**config.mk**
```make
export PLATFORM = sky130hd
export DESIGN_NAME = days_between_dates_top
export DESIGN_NICKNAME = d
export VERILOG_FILES = /design/src/hdl/dbd_pkg.sv /design/src/hdl/days_between_dates_top.sv /design/src/hdl/dbd_date_path.sv
export SDC_FILE = /design/constraint.sdc
export NUM_CORES = 1
export LEC_CHECK = 0
export BUFFER_PORTS_ARGS = -buffer_cell sky130_fd_sc_hd__buf_2
export CAP_MARGIN = 10
export CORE_MARGIN = 1.5
export CORE_UTILIZATION = 55
export CTS_CLUSTER_DIAMETER = 50
export DETAILED_ROUTE_END_ITERATION = 16
export GPL_ROUTABILITY_DRIVEN = 1
export PLACE_DENSITY = 0.71
export SLEW_MARGIN = 0
export SYNTH_ARGS = -nofsm -noshare
export SYNTH_HDL_FRONTEND = slang
export SYNTH_SLANG_ARGS = --single-unit
```
**constraint.sdc**
```tcl
create_clock -name clk -period 8.35 [get_ports clk]
set_clock_uncertainty 0.1 [all_clocks]
set_input_delay 0.835 -clock clk [delete_from_list [all_inputs] [get_ports clk]]
set_output_delay 0.835 -clock clk [all_outputs]
set_load 0.05 [all_outputs]
```
**src/hdl/dbd_pkg.sv**
```systemverilog
// shared widths, constants, stage control type and month table for the
// days-between-dates pipeline; no dependencies
package dbd_pkg;

	localparam int DAY_W   = 5;
	localparam int MONTH_W = 4;
	localparam int YEAR_W  = 14;
	localparam int COUNT_W = 22;

	// day of year reaches 366, whole-year days reach about 3.65 million
	localparam int ORD_W   = 9;
	localparam int TOTAL_W = 23;

	localparam int MAX_YEAR  = 9999;
	localparam int MONTHS    = 12;
	localparam int COUNT_MAX = (1 << COUNT_W) - 1;

	// year / 100 as (year * DIV100_MULT) >> DIV100_SHIFT, exact below 43690
	localparam int DIV100_SHIFT = 21;
	localparam int DIV100_MULT  = ((1 << DIV100_SHIFT) + 99) / 100;
	localparam int MULT_W       = 15;
	localparam int PROD_W       = YEAR_W + MULT_W;
	localparam int CENT_W       = PROD_W - DIV100_SHIFT;

	typedef struct packed {
		logic ld_s1;
		logic ld_s2;
		logic ld_s3;
	} stage_ctl_t;

	// days in the months before the given month (1 is January, no leap day)
	function automatic logic [ORD_W-1:0] days_before_month(input logic [MONTH_W-1:0] month);
		logic [ORD_W-1:0] days;
		case (month)
			4'd1:    days = 9'd0;
			4'd2:    days = 9'd31;
			4'd3:    days = 9'd59;
			4'd4:    days = 9'd90;
			4'd5:    days = 9'd120;
			4'd6:    days = 9'd151;
			4'd7:    days = 9'd181;
			4'd8:    days = 9'd212;
			4'd9:    days = 9'd243;
			4'd10:   days = 9'd273;
			4'd11:   days = 9'd304;
			4'd12:   days = 9'd334;
			default: days = 9'd0;
		endcase
		return days;
	endfunction

endpackage

```
**src/hdl/days_between_dates_top.sv**
```systemverilog
// days between two dates: input transfers pass the stage 1 to 4 registers
// (four register stages) to out_valid; one date pair per cycle unless stalled;
// every stage holds under a stall and empty stages fill while the output waits
// arst_n clears all stage valid bits; payload registers are not reset
// depends on dbd_pkg and dbd_date_path
module days_between_dates_top (
	input  logic                            clk,
	input  logic                            arst_n,
	input  logic                            in_valid,
	output logic                            in_ready,
	input  logic [dbd_pkg::DAY_W-1:0]       first_day,
	input  logic [dbd_pkg::MONTH_W-1:0]     first_month,
	input  logic [dbd_pkg::YEAR_W-1:0]      first_year,
	input  logic [dbd_pkg::DAY_W-1:0]       second_day,
	input  logic [dbd_pkg::MONTH_W-1:0]     second_month,
	input  logic [dbd_pkg::YEAR_W-1:0]      second_year,
	output logic                            out_valid,
	input  logic                            out_ready,
	output logic [dbd_pkg::COUNT_W-1:0]     span_days,
	output logic                            reversed
);

	logic valid_s1, valid_s2, valid_s3, valid_s4;
	logic rdy1, rdy2, rdy3, rdy4;
	logic ld4;
	dbd_pkg::stage_ctl_t ctl;

	// a stage takes new data when it is empty or its contents move on
	always_comb begin
		rdy4      = !valid_s4 || out_ready;
		rdy3      = !valid_s3 || rdy4;
		rdy2      = !valid_s2 || rdy3;
		rdy1      = !valid_s1 || rdy2;
		ctl.ld_s1 = in_valid && rdy1;
		ctl.ld_s2 = valid_s1 && rdy2;
		ctl.ld_s3 = valid_s2 && rdy3;
		ld4       = valid_s3 && rdy4;
	end

	always_ff @(posedge clk or negedge arst_n) begin
		if (!arst_n) begin
			valid_s1 <= 1'b0;
			valid_s2 <= 1'b0;
			valid_s3 <= 1'b0;
			valid_s4 <= 1'b0;
		end else begin
			if (rdy1) valid_s1 <= in_valid;
			if (rdy2) valid_s2 <= valid_s1;
			if (rdy3) valid_s3 <= valid_s2;
			if (rdy4) valid_s4 <= valid_s3;
		end
	end

	logic [dbd_pkg::YEAR_W-1:0]  year1, year2;
	logic [dbd_pkg::ORD_W-1:0]   ord1, ord2;
	logic [dbd_pkg::TOTAL_W-1:0] total1, total2;

	dbd_date_path u_first (
		.clk       (clk),
		.ctl       (ctl),
		.day       (first_day),
		.month     (first_month),
		.year      (first_year),
		.year_out  (year1),
		.ord_out   (ord1),
		.total_out (total1)
	);

	dbd_date_path u_second (
		.clk       (clk),
		.ctl       (ctl),
		.day       (second_day),
		.month     (second_month),
		.year      (second_year),
		.year_out  (year2),
		.ord_out   (ord2),
		.total_out (total2)
	);

	// stage 4: order check, difference, saturation
	logic                        rev;
	logic [dbd_pkg::TOTAL_W-1:0] diff;
	logic [dbd_pkg::COUNT_W-1:0] count;

	logic [dbd_pkg::COUNT_W-1:0] count_s4;
	logic                        reversed_s4;

	always_comb begin
		rev  = (year1 > year2) || (year1 == year2 && ord1 > ord2);
		// in date order the difference never goes negative
		diff = total2 - total1;
		if (rev) begin
			count = '0;
		end else if (diff > dbd_pkg::TOTAL_W'(dbd_pkg::COUNT_MAX)) begin
			count = dbd_pkg::COUNT_W'(dbd_pkg::COUNT_MAX);
		end else begin
			count = diff[dbd_pkg::COUNT_W-1:0];
		end
	end

	always_ff @(posedge clk) begin
		if (ld4) begin
			count_s4    <= count;
			reversed_s4 <= rev;
		end
	end

	assign in_ready  = rdy1;
	assign out_valid = valid_s4;
	assign span_days = count_s4;
	assign reversed  = reversed_s4;

	a_accept_fills_s1: assert property (@(posedge clk) disable iff (!arst_n)
		in_valid && in_ready |=> valid_s1)
		else $error("input transfer did not reach stage 1");

	a_stall_holds_s2: assert property (@(posedge clk) disable iff (!arst_n)
		valid_s2 && !rdy3 |=> valid_s2)
		else $error("stage 2 item lost during stall");

	a_stall_holds_s3: assert property (@(posedge clk) disable iff (!arst_n)
		valid_s3 && !rdy4 |=> valid_s3 && $stable(total1) && $stable(total2))
		else $error("stage 3 item changed during stall");

	a_reversed_zero: assert property (@(posedge clk) disable iff (!arst_n)
		out_valid && reversed |-> span_days == '0)
		else $error("reversed result carries a nonzero count");

endmodule

```
**src/hdl/dbd_date_path.sv**
```systemverilog
// three pipeline stages that turn one date into its day number:
// clamp and divide by 100, leap year and day of year, closed-form total
// depends on dbd_pkg
module dbd_date_path (
	input  logic                            clk,
	input  dbd_pkg::stage_ctl_t             ctl,
	input  logic [dbd_pkg::DAY_W-1:0]       day,
	input  logic [dbd_pkg::MONTH_W-1:0]     month,
	input  logic [dbd_pkg::YEAR_W-1:0]      year,
	output logic [dbd_pkg::YEAR_W-1:0]      year_out,
	output logic [dbd_pkg::ORD_W-1:0]      ord_out,
	output logic [dbd_pkg::TOTAL_W-1:0]    total_out
);

	// stage 1: clamp, reciprocal multiply for year / 100
	logic [dbd_pkg::YEAR_W-1:0]  year_c;
	logic [dbd_pkg::MONTH_W-1:0] month_c;
	logic [dbd_pkg::PROD_W-1:0]  prod;

	logic [dbd_pkg::YEAR_W-1:0]  year_s1;
	logic [dbd_pkg::MONTH_W-1:0] month_s1;
	logic [dbd_pkg::DAY_W-1:0]   day_s1;
	logic [dbd_pkg::CENT_W-1:0]  cent_s1;

	always_comb begin
		if (year == '0) begin
			year_c = dbd_pkg::YEAR_W'(1);
		end else if (32'(year) > dbd_pkg::MAX_YEAR) begin
			year_c = dbd_pkg::YEAR_W'(dbd_pkg::MAX_YEAR);
		end else begin
			year_c = year;
		end
		if (month == '0) begin
			month_c = dbd_pkg::MONTH_W'(1);
		end else if (month > dbd_pkg::MONTH_W'(dbd_pkg::MONTHS)) begin
			month_c = dbd_pkg::MONTH_W'(dbd_pkg::MONTHS);
		end else begin
			month_c = month;
		end
		prod = dbd_pkg::PROD_W'(year_c) * dbd_pkg::PROD_W'(dbd_pkg::DIV100_MULT);
	end

	always_ff @(posedge clk) begin
		if (ctl.ld_s1) begin
			year_s1  <= year_c;
			month_s1 <= month_c;
			day_s1   <= day;
			cent_s1  <= prod[dbd_pkg::PROD_W-1:dbd_pkg::DIV100_SHIFT];
		end
	end

	// stage 2: leap year, (y-1)/100 from y/100, day of year
	logic                        cent_exact;
	logic                        leap;
	logic [dbd_pkg::CENT_W-1:0]  pcent;
	logic [dbd_pkg::ORD_W-1:0]   ord;

	logic [dbd_pkg::YEAR_W-1:0]  year_s2;
	logic [dbd_pkg::YEAR_W-1:0]  pyear_s2;
	logic [dbd_pkg::CENT_W-1:0]  cent_adj_s2;
	logic [dbd_pkg::ORD_W-1:0]   ord_s2;

	always_comb begin
		cent_exact = (year_s1 == dbd_pkg::YEAR_W'(cent_s1) * dbd_pkg::YEAR_W'(100));
		leap       = (year_s1[1:0] == 2'b00) && (!cent_exact || cent_s1[1:0] == 2'b00);
		pcent      = cent_exact ? cent_s1 - dbd_pkg::CENT_W'(1) : cent_s1;
		ord        = dbd_pkg::days_before_month(month_s1) + dbd_pkg::ORD_W'(day_s1)
			+ dbd_pkg::ORD_W'(leap && month_s1 > dbd_pkg::MONTH_W'(2));
	end

	always_ff @(posedge clk) begin
		if (ctl.ld_s2) begin
			year_s2     <= year_s1;
			pyear_s2    <= year_s1 - dbd_pkg::YEAR_W'(1);
			// p/100 - p/400 folded here, always nonnegative
			cent_adj_s2 <= pcent - (pcent >> 2);
			ord_s2      <= ord;
		end
	end

	// stage 3: 365*p + p/4 - p/100 + p/400 + day of year
	logic [dbd_pkg::TOTAL_W-1:0] total;

	logic [dbd_pkg::YEAR_W-1:0]  year_s3;
	logic [dbd_pkg::ORD_W-1:0]   ord_s3;
	logic [dbd_pkg::TOTAL_W-1:0] total_s3;

	always_comb begin
		total = dbd_pkg::TOTAL_W'(pyear_s2) * dbd_pkg::TOTAL_W'(365)
			+ dbd_pkg::TOTAL_W'(pyear_s2 >> 2)
			- dbd_pkg::TOTAL_W'(cent_adj_s2)
			+ dbd_pkg::TOTAL_W'(ord_s2);
	end

	always_ff @(posedge clk) begin
		if (ctl.ld_s3) begin
			year_s3  <= year_s2;
			ord_s3   <= ord_s2;
			total_s3 <= total;
		end
	end

	assign year_out  = year_s3;
	assign ord_out   = ord_s3;
	assign total_out = total_s3;

endmodule

```
==> impl_metrics.csv, run 1 <==
group,metric,value,unit
outcome,status,"complete, no violations",
setup_path,worstSetupPathType,"primary input to flip-flop",
min_path,whs_path_depth,0,
yosys,synth_top_family_by_area,"adder cells",
cells_and_area,multi_input_area,18000,um^2
routing,vias,17900,
global_routing,grt_max_degree,93,
clocking,cts.clk_slew.worst_paths,0.06,ns
timing,rsz0062_at_grt,"no",
yosys,syn-cell-area,28500,um^2
setup_path,required,8.56,ns
routing,wl_per_cell,16.5,um
routing,wl_met3,2.03,mm
clocking,ctsHoldBuffers,1,
cells_and_area,drive_above_1_share,6.30,%
setup_path,crit_path_start,"second_year[7]",
floorplan,num_io_pins,75,
placed_design,gp_congestion,0.908,
yosys,synthXorXnorAreaFrac,5.66,%
setup_path,crit_path_end_kind,"flip-flop",
cells_and_area,post-route-util,60.3,%
timing,finalHoldViolations,0,
clocking,clock_sinks,271,
placed_design,dp_hpwl,47.5,mm
routing,first_pass_iters,5,
yosys,synth_cell_type_count,71,
floorplan,fp.dieH,231,um
yosys,synth_edf_count,267,
cells_and_area,finalNetCount,3550,
timing,period_needed,6.68,ns
routing,drc,0,
clocking,postCtsSetupBuffers,0,
yosys,ys.flop_type,"edfxtp_1",
yosys,ys_seq_area_share,28.5,%
yosys,synth.avg_cell_area,10.9,um^2
yosys,synth_compound_area_share,7.36,%
global_routing,gr-total-overflow,0,
job,maxCapViolCount,0,
routing,drt-met1-wl,24.6,mm
yosys,synth_adder_area_share,42.8,%
setup_path,cp-start-kind,"primary input",
global_routing,track_usage,22.1,%
routing,wl,56.2,mm
timing,max_slew_margin,21.0,%
yosys,ys_warn_count,0,
clocking,htreeDepth,2,
yosys,synth-seq-cells,271,
cells_and_area,syn2layout_area_growth,8.49,%
setup_path,endpoint,"u_second.cent_s1[7]$_DFFE_PP_",
routing,drtAntennaViolNets,0,
cells_and_area,final_common_cell,"inv_1",
clocking,cts-resized-gates,0,
yosys,synth_mux_area_share,0.395,%
cells_and_area,layout.cells.non_filler,3409,
routing,dr.first_iter.drc_count,776,
min_path,hold_path.class,"flip-flop to flip-flop",
floorplan,fp.coreArea,51300,um^2
timing,fin_crit_sh,80.0,%
setup_path,arrival,6.90,ns
global_routing,grt_pass1_vias,18900,
clocking,cts_tree,"built",
routing,wl_met2,27.8,mm
timing,tightest_slew,1.18,ns
routing,topRoutingLayerUsed,"met4",
cells_and_area,regArea,8120,um^2
setup_path,r2r-start,"u_first.cent_s1[2]$_DFFE_PP_",
floorplan,die_x,231,um
timing,holdWs,0.316,ns
clocking,clockBufferDepth,3,
timing,fin_setup_tns,0,ns
floorplan,initial_utilization,55.6,%
placed_design,port_buffers,74,
timing,finalSetupViolations,0,
floorplan,fp-row-count,83,
clocking,cts_root_buf,"clkbuf_16",
global_routing,grt_pass1_wl,93.3,mm
timing,slew_violations,0,
setup_path,r2r_end,"u_first.cent_adj_s2[7]$_DFFE_PP_",
floorplan,die_area,53200,um^2
global_routing,antenna_found_initial,0,
yosys,async_reset_ff_share,1.48,%
setup_path,crit_fanout,8,
placed_design,dp.cells,3340,
setup_path,r2r_cells,23,
cells_and_area,n_fill_cell,4165,
yosys,syn_nets,3459,
clocking,cts_made_buffers,38,
cells_and_area,antenna_cells,0,
cells_and_area,layout_common_cells,"inv_1 (620), ha_1 (505), fa_1 (294), edfxtp_1 (267), xnor2_1 (122)",
yosys,synthSimpleGateAreaFrac,6.75,%
setup_path,r2r_setup_slack,1.83,ns
clocking,clkLatencyLatePin,0.57,ns
yosys,syn_inst,2610,
timing,fmax,0.150,GHz
routing,routed_via_density,5.25,
==> registers in the layout (all words and copies together), names as in the netlist, 14 cells and up <==
register,cells
u_second.total_out,23
u_second.pyear_s2,14
u_first.year_out,14
u_second.year_out,14
u_first.year_s1,14
u_first.year_s2,14
u_second.year_s2,14
span_days,22
u_second.year_s1,14
u_first.total_out,23
u_first.pyear_s2,14
==> cell usage after synthesis (4+ instances only) <==
master	number	area [um^2]
a211o_1	5	43.8
a211oi_1	26	195
a21boi_0	8	60.1
a21o_1	44	330
a21oi_1	77	385
a31oi_1	4	25.0
and2_1	18	113
and3_1	12	75.1
and4_1	4	35.0
clkbuf_1	24	90.1
dfrtp_1	4	100
edfxtp_1	267	8020
fa_1	294	5890
ha_1	505	6320
inv_1	620	2330
mux2i_1	9	90.1
nand2_1	78	293
nand2b_1	23	144
nand3_1	26	130
nand4_1	14	87.6
nor2_1	111	417
nor2b_1	27	169
nor3_1	40	200
nor4_1	13	81.3
o211ai_1	9	67.6
o21a_1	27	203
o21ai_0	52	260
o21bai_1	8	60.1
o31ai_1	7	52.6
or2_2	7	43.8
or3_1	6	37.5
xnor2_1	122	1070
xnor2_2	4	65.1
xor2_1	55	482
==> worst min path at each step <==
stage | slack, ns | start | endpoint
floorplan | 0.30 | u_first.year_s2[0]$_DFFE_PP_ | u_first.year_out[0]$_DFFE_PP_
global placement | 0.30 | u_first.year_s2[0]$_DFFE_PP_ | u_first.year_out[0]$_DFFE_PP_
detailed placement | 0.30 | u_first.year_s2[5]$_DFFE_PP_ | u_first.year_out[5]$_DFFE_PP_
CTS | 0.31 | second_day[1] | u_second.day_s1[1]$_DFFE_PP_
global route | 0.32 | u_second.year_s2[0]$_DFFE_PP_ | u_second.year_out[0]$_DFFE_PP_
finish | 0.32 | u_second.year_s2[1]$_DFFE_PP_ | u_second.year_out[1]$_DFFE_PP_
==> per-layer routing <==
layer,vias up,global-route usage (%)
li1,8747,-
met1,8718,28.0
met2,315,38.6
met3,118,3.33
met4,0,7.17
met5,-,0
==> stage by stage <==
stage	setup WS, ns	instance area (um^2)
2_1_floorplan	1.64	28500
3_3_place_gp	1.33	29700
3_5_place_dp	1.09	29700
4_1_cts	1.72	30900
5_1_grt	1.31	30900
6_report	1.67	30900
==> critical path, cell delays in order <==
cell      delay, ns
buf_2          0.16
nor4_1         0.36
o21ai_0        0.18
and2_1         0.24
nor2_1         0.31
inv_1          0.23
ha_1           0.38
fa_1           0.57
fa_1           0.44
fa_1           0.50
inv_1          0.06
fa_1           0.53
inv_1          0.05
ha_1           0.21
nor4_1         0.27
nand3_1        0.12
a31oi_1        0.21
nor4_1         0.11
or4b_1         0.55
nand2_1        0.12
o211ai_1       0.14
a21oi_1        0.21
xnor2_1        0.09
==> cells by family (layout without fill, tap and decap cells) <==
logic type               count (synthesis)  after routing
AO/OA/AOI/OAI                          307            307
flip-flops                             271            271
buffers and inverters                  650            769
adder cells (fa/ha/maj)                799            799
AND/OR/NAND/NOR                        391            391
multiplexers                            11             11
XOR/XNOR                               181            181
==> final cells by class <==
class | instances | share of cell area, %
clock buffers | 43 | 3.17
clock inverters | 25 | 0.898
inverters | 622 | 7.55
multi-input cells | 1689 | 58.1
flip-flops and latches | 271 | 26.2
well taps | 680 | 2.75
repair buffers | 79 | 1.33
Power of run 1 is left out: the tool's default activity adds up to more than one toggle a clock period on the data nets, which glitch-free logic cannot reach.
==> inputs of run 2 (changes only) <==
--- a/config.mk
+++ b/config.mk
@@ -12,7 +12,7 @@
 export CTS_CLUSTER_DIAMETER = 50
 export DETAILED_ROUTE_END_ITERATION = 16
 export GPL_ROUTABILITY_DRIVEN = 1
-export PLACE_DENSITY = 0.71
+export PLACE_DENSITY = 0.73
 export SLEW_MARGIN = 0
 export SYNTH_ARGS = -nofsm -noshare
 export SYNTH_HDL_FRONTEND = slang
==> constraint.sdc (replaced) <==
create_clock -name clk -period 5.6 [get_ports clk]
set_clock_uncertainty 0.1 [all_clocks]
set_input_delay 0.56 -clock clk [delete_from_list [all_inputs] [get_ports clk]]
set_output_delay 0.56 -clock clk [all_outputs]
set_load 0.05 [all_outputs]
==> impl_metrics.csv, run 2 (synthesis gave the netlist of run 1 again) <==
group,metric,value,unit
outcome,status,"complete, but fails checks",
cells_and_area,post-route-util,64.8,%
timing,rsz0062_at_grt,"yes",
routing,first_pass_iters,5,
placed_design,dp_hpwl,50.0,mm
timing,slew_violations,0,
setup_path,arrival,5.81,ns
timing,fin_setup_tns,-0.0195,ns
floorplan,fp-row-count,83,
setup_path,crit_fanout,4,
cells_and_area,drive_above_1_share,17.4,%
placed_design,gp_congestion,0.922,
floorplan,die_x,231,um
routing,routed_via_density,5.22,
timing,fin_crit_sh,100,%
timing,finalHoldViolations,0,
clocking,cts_tree,"built",
floorplan,num_io_pins,75,
routing,dr.first_iter.drc_count,816,
job,maxCapViolCount,0,
floorplan,initial_utilization,55.6,%
cells_and_area,antenna_cells,0,
cells_and_area,layout.cells.non_filler,3623,
setup_path,crit_chain,"buf_8 -> nor4_4 -> o21ai_1 -> and2_4 -> nor2_4 -> clkinv_4 -> ha_4 -> fa_1 -> fa_1 -> fa_1 -> inv_2 -> fa_1 -> inv_1 -> ha_2 -> or2_2 -> o22ai_2 -> nor4_4 -> or4b_4 -> nand2_2 -> o211ai_1 -> a21oi_1 -> xnor2_1",
timing,fin_ws,-0.0195,ns
routing,drc,0,
clocking,cts_made_buffers,34,
routing,wl,59.6,mm
clocking,cts.clk_slew.worst_paths,0.06,ns
global_routing,grt_pass1_vias,20500,
timing,holdWs,0.0989,ns
setup_path,cpLargestDelayFamily,"adder cells",
placed_design,dp.cells,3544,
setup_path,required,5.79,ns
setup_path,slowest_stage,"fa_1",
floorplan,fp.coreArea,51300,um^2
setup_path,slowest_delay,0.58,ns
cells_and_area,finalNetCount,3768,
outcome,violations,"setup timing",
cells_and_area,final_common_cell,"inv_1",
floorplan,fp.dieH,231,um
timing,max_slew_margin,21.9,%
timing,fmax,0.178,GHz
clocking,clock_sinks,271,
global_routing,grt_max_degree,63,
global_routing,grt_pass1_wl,98.6,mm
routing,drtAntennaViolNets,0,
clocking,cts_root_buf,"clkbuf_16",
global_routing,track_usage,23.1,%
timing,finalSetupViolations,1,
routing,vias,18900,
floorplan,die_area,53200,um^2
setup_path,critPathMostFrequentCell,"fa_1",
cells_and_area,syn2layout_area_growth,16.6,%
timing,period_needed,5.62,ns
global_routing,antenna_found_initial,0,
clocking,clkLatencyLatePin,0.54,ns
clocking,htreeDepth,2,
cells_and_area,layout_common_cells,"inv_1 (596), ha_1 (478), fa_1 (287), edfxtp_1 (267), buf_4 (220)",
global_routing,gr-total-overflow,0,
min_path,hold_path.class,"primary input to flip-flop",
routing,wl_per_cell,16.5,um
setup_path,crit_buf_inv,4,
placed_design,port_buffers,74,
setup_path,cp-start-kind,"primary input",
setup_path,worstSetupPathType,"primary input to flip-flop",
setup_path,crit_path_end_kind,"flip-flop",
timing,tightest_slew,1.17,ns
clocking,clockBufferDepth,3,
[run 2: cell types whose count changed in the layout (fill, tap and decap cells not counted), moves of 11 or more]
cell     change
buf_4      +216
ha_1        -27
ha_4        +17
inv_1       -24
inv_2       +21
nor2_1      -11
o21ai_0     -13
[run 2: what timing repair did]
| action | in CTS | in global routing |
|---|---|---|
| pin swaps | 7 | 54 |
| resized for setup | 13 | 112 |
| buffers inserted | 3 | 16 |
| hold buffers | 1 | 0 |
| endpoints found under the hold margin | 4 | 0 |
| endpoints found under the setup margin | 7 | 27 |
[run 2: layer usage]
metal	GRT usage [%]	share of wire, %	up-vias
met5	0	0	-
met4	7.78	3.2	0
met3	3.26	3.7	116
met2	41.9	51	356
met1	28.2	42	9267
li1	-	-	9170
[run 2: cell type report]
class                           instances  area, um^2
Clock buffer                           36         880
Clock inverter                         24         340
Fill cell                            3934       18000
Inverter                              622        2340
Multi-Input combinational cell       1689       18600
Sequential cell                       271        8120
Tap cell                              680         851
Timing Repair Buffer                  301        2130
[run 2: final timing paths]
path | startpoint | to | slack (ns) | cells past startpoint
setup / recovery | second_year[7] | u_second.cent_s1[7]$_DFFE_PP_ | -0.02 | 22
hold / removal | second_day[1] | u_second.day_s1[1]$_DFFE_PP_ | 0.1 | 1
setup reg to reg | u_first.cent_s1[3]$_DFFE_PP_ | u_first.cent_adj_s2[7]$_DFFE_PP_ | 0.09 | 23
hold reg to reg | u_first.year_s2[8]$_DFFE_PP_ | u_first.year_out[8]$_DFFE_PP_ | 0.32 | 0
max in group asynchronous | arst_n | valid_s2$_DFFE_PN0P_ | 5.01 | 2
min in group asynchronous | arst_n | valid_s1$_DFFE_PN0N_ | 0.27 | 2
[run 2: per-stage QoR]
stage                     instance area [um^2]  setup slack [ns]
after floorplan                          28800            -0.266
after global placement                   31400            -0.596
after detailed placement                 31400            -0.746
after CTS                                32700           -0.0489
after global routing                     33300            -0.227
final                                    33300           -0.0195
[run 2: worst register-to-register path, cell delays in order (launching register included)]
cell	delay, ns
edfxtp_1	0.41
inv_1	0.11
ha_1	0.24
ha_1	0.33
fa_1	0.47
ha_1	0.34
a21o_1	0.18
a21o_1	0.22
a2111oi_4	0.34
nor3_1	0.13
o2111ai_2	0.25
buf_6	0.19
nor2_1	0.07
xnor2_1	0.22
inv_1	0.09
ha_1	0.33
o21ai_2	0.08
a21boi_1	0.12
o21ai_2	0.21
a21boi_4	0.10
o31ai_2	0.22
a2bb2oi_1	0.12
o31ai_1	0.32
a21oi_2	0.08
Power of run 2 is left out for the same reason.
==> inputs of run 3 (changes only) <==
--- a/config.mk
+++ b/config.mk
@@ -7,12 +7,14 @@
 export LEC_CHECK = 0
 export BUFFER_PORTS_ARGS = -buffer_cell sky130_fd_sc_hd__buf_2
 export CAP_MARGIN = 10
+export CELL_PAD_IN_SITES_DETAIL_PLACEMENT = 1
+export CELL_PAD_IN_SITES_GLOBAL_PLACEMENT = 2
 export CORE_MARGIN = 1.5
-export CORE_UTILIZATION = 55
+export CORE_UTILIZATION = 40
 export CTS_CLUSTER_DIAMETER = 50
 export DETAILED_ROUTE_END_ITERATION = 16
 export GPL_ROUTABILITY_DRIVEN = 1
-export PLACE_DENSITY = 0.73
+export PLACE_DENSITY = 0.78
 export SLEW_MARGIN = 0
 export SYNTH_ARGS = -nofsm -noshare
 export SYNTH_HDL_FRONTEND = slang
==> constraint.sdc (replaced) <==
create_clock -name clk -period 5.6 [get_ports clk]
set_clock_uncertainty 0.1 [all_clocks]
set_input_delay 0.28 -clock clk [delete_from_list [all_inputs] [get_ports clk]]
set_output_delay 0.28 -clock clk [all_outputs]
set_load 0.05 [all_outputs]
==> impl_metrics.csv, run 3 (synthesis gave the netlist of run 1 again) <==
group,metric,value,unit
timing,holdWs,0.111,ns
routing,vias,19200,
cells_and_area,post-route-util,48.7,%
setup_path,crit_path_start,"u_second.cent_s1[1]$_DFFE_PP_",
setup_path,required,5.80,ns
setup_path,crit_fanout,5,
routing,drc,0,
floorplan,fp.dieH,270,um
placed_design,gp_congestion,0.869,
job,maxCapViolCount,0,
cells_and_area,syn2layout_area_growth,20.0,%
floorplan,fp.coreArea,70300,um^2
clocking,clkLatencyLatePin,0.57,ns
timing,slew_violations,0,
timing,fmax,0.178,GHz
floorplan,num_io_pins,75,
global_routing,antenna_found_initial,1,
cells_and_area,drive_above_1_share,17.8,%
timing,tightest_slew,1.24,ns
routing,routed_via_density,4.86,
clocking,cts_root_buf,"clkbuf_16",
min_path,min-delay-start,"first_year[3]",
clocking,cts_tree,"built",
setup_path,worstSetupPathType,"flip-flop to flip-flop",
timing,max_slew_margin,17.2,%
cells_and_area,final_common_cell,"inv_1",
placed_design,port_buffers,74,
routing,wl,71.3,mm
floorplan,initial_utilization,40.6,%
global_routing,gr-total-overflow,0,
placed_design,dp_hpwl,59.6,mm
floorplan,die_x,270,um
setup_path,arrival,5.84,ns
floorplan,die_area,72900,um^2
setup_path,critPathMostFrequentCell,"ha_4",
clocking,cts_made_buffers,42,
setup_path,slowest_delay,0.54,ns
routing,dr.first_iter.drc_count,658,
clocking,htreeDepth,2,
cells_and_area,finalNetCount,3830,
timing,fin_ws,-0.0333,ns
setup_path,crit_chain,"buf_6 -> ha_4 -> ha_4 -> fa_1 -> ha_4 -> a21o_1 -> a21o_1 -> a2111oi_4 -> o21a_1 -> o2111a_2 -> nand2_2 -> xnor2_2 -> inv_1 -> ha_4 -> nor2b_4 -> o21ai_2 -> a21boi_2 -> o21a_1 -> o21ai_2 -> buf_4 -> and3_4 -> a311o_1 -> a21oi_2 -> xnor2_1",
routing,drtAntennaViolNets,0,
setup_path,cp-start-kind,"flip-flop",
timing,rsz0062_at_grt,"yes",
cells_and_area,layout_common_cells,"inv_1 (607), ha_1 (484), fa_1 (289), edfxtp_1 (267), buf_4 (246)",
outcome,violations,"setup timing",
floorplan,fp-row-count,97,
cells_and_area,antenna_cells,0,
routing,first_pass_iters,4,
global_routing,grt_pass1_vias,22100,
global_routing,grt_pass1_wl,114,mm
timing,fin_crit_sh,101,%
setup_path,crit_path_end_kind,"flip-flop",
setup_path,r2r-start,"u_second.cent_s1[1]$_DFFE_PP_",
timing,fin_setup_tns,-0.0333,ns
routing,wl_per_cell,18.0,um
timing,finalSetupViolations,1,
global_routing,track_usage,19.6,%
timing,finalHoldViolations,0,
outcome,status,"complete, but fails checks",
placed_design,dp_slack,-0.866,ns
timing,period_needed,5.63,ns
clocking,clockBufferDepth,3,
min_path,hold_path.class,"primary input to flip-flop",
clocking,cts.clk_slew.worst_paths,0.05,ns
clocking,clock_sinks,271,
global_routing,grt_max_degree,91,
setup_path,slowest_stage,"fa_1",
-- run 3: layout make-up --
| type | count | area, um^2 |
|---|---|---|
| Clock buffer | 46 | 1090 |
| Sequential cell | 271 | 8120 |
| Multi-Input combinational cell | 1689 | 18600 |
| Tap cell | 940 | 1180 |
| Timing Repair Buffer | 355 | 2600 |
| Inverter | 622 | 2340 |
| Fill cell | 7667 | 36000 |
| Clock inverter | 32 | 340 |
-- run 3: timing repair --
item / in CTS / in global routing
resized for setup: 31 / 72
buffers inserted: 2 / 31
setup endpoints to repair: 11 / 22
pin swaps: 9 / 62
hold buffers: 25 / 0
hold endpoints to repair: 25 / 0
cloned: 0 / 0
-- run 3: worst max-delay path: cells and delay by family (launching register included) --
family / cells / cell delay, ns
compound gates: 11 / 2.26
xor+xnor: 2 / 0.27
fa+ha+maj: 5 / 1.43
buf+inv: 3 / 0.42
flops: 1 / 0.49
simple gates: 3 / 0.39
-- run 3: worst paths after layout --
kind / cells past startpoint / to / slack [ns]
setup / recovery: 24 / u_second.cent_adj_s2[7]$_DFFE_PP_ / -0.03
hold / removal: 4 / u_first.year_s1[3]$_DFFE_PP_ / 0.11
setup reg to reg: 24 / u_second.cent_adj_s2[7]$_DFFE_PP_ / -0.03
hold reg to reg: 0 / u_first.year_out[9]$_DFFE_PP_ / 0.32
max in group asynchronous: 3 / valid_s3$_DFFE_PN0P_ / 4.72
min in group asynchronous: 3 / out_valid$_DFFE_PN0P_ / 0.50
-- run 3: layer usage --
layer	GRT usage [%]	share of wire [%]	vias to the layer above
met5	0	0	-
met4	5.38	2.3	0
met3	2.06	2.5	91
met2	36.6	53	193
met1	23.6	43	9611
li1	-	-	9317
-- run 3: per-stage QoR --
step | std cells | cell area [um^2]
5_1_grt | 3955 | 34200
6_report | 3955 | 34200
2_1_floorplan | 2610 | 28700
3_3_place_gp | 3817 | 31800
3_5_place_dp | 3817 | 31800
4_1_cts | 3922 | 33600
Power of run 3 is left out for the same reason.
